### config.mk
export PLATFORM = sky130hd
export DESIGN_NAME = xstq_ctrl
export DESIGN_NICKNAME = d
export VERILOG_FILES = /design/src/rtl/xstq_pkg.sv /design/src/rtl/xstq_ctrl.sv
export SDC_FILE = /design/constraint.sdc
export NUM_CORES = 1
export LEC_CHECK = 0
export BUFFER_PORTS_ARGS = -buffer_cell sky130_fd_sc_hd__buf_2
export CELL_PAD_IN_SITES_DETAIL_PLACEMENT = 1
export CELL_PAD_IN_SITES_GLOBAL_PLACEMENT = 1
export CORE_AREA = 4 4 41 43
export DETAILED_ROUTE_END_ITERATION = 7
export DIE_AREA = 0 0 45 47
export PLACE_DENSITY_LB_ADDON = 0.1
export SYNTH_ARGS = -nofsm -noshare
export SYNTH_HDL_FRONTEND = slang
export SYNTH_SLANG_ARGS = --single-unit
### constraint.sdc
create_clock -name clk -period 3.4 [get_ports clk]
set_clock_uncertainty 0.1 [all_clocks]
set_input_delay 0.17 -clock clk [delete_from_list [all_inputs] [get_ports clk]]
set_output_delay 0.17 -clock clk [all_outputs]
set_load 0.05 [all_outputs]
### src/rtl/xstq_pkg.sv
// Shared types and constants for the XOR segment tree range query block.
`default_nettype none

package xstq_pkg;

  localparam logic [1:0] FUNC_ASSIGN = 2'd0;
  localparam logic [1:0] FUNC_XOR    = 2'd1;
  localparam logic [1:0] FUNC_QUERY  = 2'd2;

  typedef enum logic [2:0] {
    S_CLEAR,
    S_IDLE,
    S_LEAF_RD,
    S_LEAF_WR,
    S_LEAF_XWR,
    S_UP,
    S_QUERY,
    S_RESULT
  } state_t;

  typedef struct packed {
    logic clr_step;
    logic load;
    logic leaf_rd;
    logic leaf_wr;
    logic merge_leaf;
    logic up_step;
    logic q_step;
  } cmd_t;

  typedef struct packed {
    logic clr_last;
    logic leaf_ok;
    logic root_next;
    logic q_more;
  } status_t;

endpackage

`default_nettype wire

### src/rtl/xstq_ctrl.sv
// Sequencer for clearing, leaf updates, path recompute and range queries.
`default_nettype none

module xstq_ctrl (
  input  wire logic             clk,
  input  wire logic             rst_n,
  input  wire logic             start,
  input  wire logic [1:0]       in_func,
  input  wire xstq_pkg::status_t sts,
  output xstq_pkg::cmd_t        cmd,
  output logic                  busy,
  output logic                  out_valid
);

  xstq_pkg::state_t state_r, state_nxt;

  always_ff @(posedge clk) begin
    if (!rst_n) begin
      state_r <= xstq_pkg::S_CLEAR;
    end else begin
      state_r <= state_nxt;
    end
  end

  always_comb begin
    state_nxt = state_r;
    case (state_r)
      xstq_pkg::S_CLEAR: begin
        if (sts.clr_last) state_nxt = xstq_pkg::S_IDLE;
      end
      xstq_pkg::S_IDLE: begin
        if (start) begin
          case (in_func)
            xstq_pkg::FUNC_QUERY:  state_nxt = xstq_pkg::S_QUERY;
            xstq_pkg::FUNC_ASSIGN: begin
              if (sts.leaf_ok) state_nxt = xstq_pkg::S_LEAF_WR;
            end
            xstq_pkg::FUNC_XOR: begin
              if (sts.leaf_ok) state_nxt = xstq_pkg::S_LEAF_RD;
            end
            default: state_nxt = xstq_pkg::S_IDLE;
          endcase
        end
      end
      xstq_pkg::S_LEAF_RD:  state_nxt = xstq_pkg::S_LEAF_XWR;
      xstq_pkg::S_LEAF_WR:  state_nxt = xstq_pkg::S_UP;
      xstq_pkg::S_LEAF_XWR: state_nxt = xstq_pkg::S_UP;
      xstq_pkg::S_UP: begin
        if (sts.root_next) state_nxt = xstq_pkg::S_IDLE;
      end
      xstq_pkg::S_QUERY: begin
        // last read data lands in the accumulator in the exit cycle
        if (!sts.q_more) state_nxt = xstq_pkg::S_RESULT;
      end
      xstq_pkg::S_RESULT: state_nxt = xstq_pkg::S_IDLE;
      default: state_nxt = xstq_pkg::S_CLEAR;
    endcase
  end

  always_comb begin
    cmd       = '0;
    busy      = 1'b1;
    out_valid = 1'b0;
    case (state_r)
      xstq_pkg::S_CLEAR: cmd.clr_step = 1'b1;
      xstq_pkg::S_IDLE: begin
        busy     = 1'b0;
        cmd.load = start;
      end
      xstq_pkg::S_LEAF_RD: cmd.leaf_rd = 1'b1;
      xstq_pkg::S_LEAF_WR: cmd.leaf_wr = 1'b1;
      xstq_pkg::S_LEAF_XWR: begin
        cmd.leaf_wr    = 1'b1;
        cmd.merge_leaf = 1'b1;
      end
      xstq_pkg::S_UP:     cmd.up_step = 1'b1;
      xstq_pkg::S_QUERY:  cmd.q_step  = sts.q_more;
      xstq_pkg::S_RESULT: out_valid   = 1'b1;
      default: busy = 1'b1;
    endcase
  end

endmodule

`default_nettype wire

==> impl_metrics.ini <==
[run_status]
status = completed

[clock_network]
postCtsResizedCells = 0
clock_path_buffers = 2
cts-hold-fix-buffers = 0
cts_sinks = 3
clock_insertion_delay_worst_skew_ns = 0.24
cts_tree = done
cts.clk_slew.worst_paths_ns = 0.04
postCtsSetupRepairBufs = 0
h-tree-depth = 1
cts-root-buf = clkbuf_4
numCtsBuffers = 3

[synth]
synthCells = 47
yosysTopAreaCellShare_pct = 17.3
postSynthAreaPerCell_um2 = 7.40
ys.flop_type = dfxtp_1
async_flop_share_pct = 0
synth_area_um2 = 348
synth_top_cell_by_area = dfxtp_1
synth_area_leaders = dfxtp_1 17%, ha_1 14%, nand2_1 7.6%
yosysUniqueCellTypes = 24
synth_edf_count = 0
yosysSeqAreaShare_pct = 17.3
ys_ff_latch = 3
yosysWarningCount = 0
syn-num-nets = 60

[sta]
worst_pin_slew_ns = 0.383
slew_headroom_pct = 74.4
fin_ws_ns = 1.53
post-route-period-util_pct = 55.1
finalSetupViolations = 0
setup_tns_ns = 0
finalHoldViolations = 0
fin_crit_ns = 1.87
rsz0062_at_grt = no
holdWs_ns = 0.106
maxSlewViolCount = 0
max_freq_ghz = 0.534

[critical_path]
crit_slowest_cell = dfxtp_1
arrival_ns = 1.60
start_kind = flip-flop
crit_path_end_kind = output port
path_max_fanout = 13
required_ns = 3.13
crit_type = reg -> out
crit_path_cell_trace = or3b_4 -> nor2_1 -> buf_2
cp_slowest_stage_delay_ns = 0.54

[global_routing]
grt_use_total_pct = 10.5
grt-ovfl-total = 0
grt_pass1_vias = 396
antenna_found_initial = 0
grt_pass1_wl_um = 1570
grt_max_degree = 14

[final_layout]
stdcell_count = 80
fillers = 185
drive_gt1_share_pct = 38.5
largest_reg_flops = 3
top_register = state_r
nets = 79
syn_to_final_growth_pct = 31.3
reg_top3 = state_r x3
antenna_cells = 0

[floorplan]
die_h_um = 47
die_w_um = 45
initial_core_util_pct = 26.7
core_area_um2 = 1300
num_rows = 13
dieArea_um2 = 2120
ioPinCount = 18

[drt]
antenna_left = 0
wl_per_cell_um = 12.1
vias = 378
via_per_inst = 4.73
dr.pass1.iters = 3
drc = 0
drt_iter0_markers = 6
totalWireLength_um = 964

[power]
leakagePower_nw = 0.236
combPwrFrac_pct = 45.4
peakVddDrop_mv = 0.163
pwr-share-seq_pct = 24.5
power.share.clock_pct = 30.1
p_switching_mw = 0.0990
p_int_mw = 0.115
swShare_pct = 46.2
power_mw = 0.214
power_density_nw_per_um2 = 469

[worst_hold_path]
min_path_type = in -> reg

[placed_design]
place_congestion = 0.750
portBuffers = 17
pre_cts_slack_ns = 1.77
detailed_place_hpwl_um = 743
dp_cells = 76

[job]
cap_violations = 0
[power groups by stage]
stage	clock network (mW)	registers, mW	logic [mW]
finish	0.0645	0.0525	0.0974
global route	0.0707	0.0541	0.105
CTS	0.0661	0.0525	0.0990
detailed placement	0	0.0532	0.0984
global placement	0	0.0527	0.0976
floorplan	0	0.0423	0.0876
[critical path: cells and delay by family (launching register included)]
kind                   cells  cell delay [ns]
buffers and inverters      1             0.26
AND/OR/NAND/NOR            2             0.55
flip-flops                 1             0.54
[path summary, 6_finish.rpt]
| check | startpoint | endpoint | slack [ns] | cells past startpoint |
|---|---|---|---|---|
| worst max-delay path | state_r[0] | cmd[5] | 1.53 | 3 |
| worst min-delay path | rst_n | state_r[0] | 0.11 | 3 |
| worst max register to register | state_r[0] | state_r[2] | 1.83 | 4 |
| worst min register to register | state_r[2] | state_r[0] | 0.69 | 2 |
[placed cells by master, fill, tap and decap left out, drive strengths merged]
master,n
buf,17
nand2,7
inv,5
nor2,5
ha,4
clkbuf,4
nand2b,3
dfxtp,3
o21ai,3
o22ai,2
nor3,2
a21oi,2
or3b,1
and4b,1
o21bai,1
o21a,1
and4bb,1
nor4,1
o311ai,1
a211oi,1
[metal layers]
| layer | vias to the layer above | part of all wire [%] | track usage (%) | wire, um |
|---|---|---|---|---|
| met1 | 166 | 50 | 11.5 | 478 |
| met2 | 15 | 42 | 17.8 | 403 |
| li1 | 197 | - | - | - |
| met4 | 0 | 0 | 3.51 | 0 |
| met5 | - | 0 | 0 | 0 |
| met3 | 0 | 8.4 | 4.98 | 81 |
[stage by stage]
stage | util, % | cell area [um^2]
5_1_grt | 35.1 | 457
4_1_cts | 35.1 | 457
3_5_place_dp | 33.1 | 430
3_3_place_gp | 33.1 | 430
2_1_floorplan | - | 348
6_report | 35.1 | 457
[Yosys cell counts (2+ instances only)]
master    count
inv_1         5
nand2b_1      3
buf_2         2
o21ai_1       2
nand2_1       7
nor2_1        5
ha_1          4
dfxtp_1       3
[layout make-up]
cell class	count	area, um^2	area share (%)
timing repair buffer	17	85.1	18.6
clock buffer	4	26.3	5.75
inverter	5	18.8	4.11
multi-input combinational	36	248	54.2
sequential	3	60.1	13.2
tap	15	18.8	4.11
[cell families (layout without fill, tap and decap cells)]
logic type / Yosys count / in the layout / share of synthesized area (%)
adder cells (fa/ha/maj): 4 / 4 / 14.4
AND/OR/NAND/NOR: 21 / 21 / 34.2
AO/OA/AOI/OAI: 11 / 11 / 22.7
flip-flops: 3 / 3 / 17.3
buffers and inverters: 8 / 26 / 11.5
Note: power is estimated with default switching activity, not from simulation.
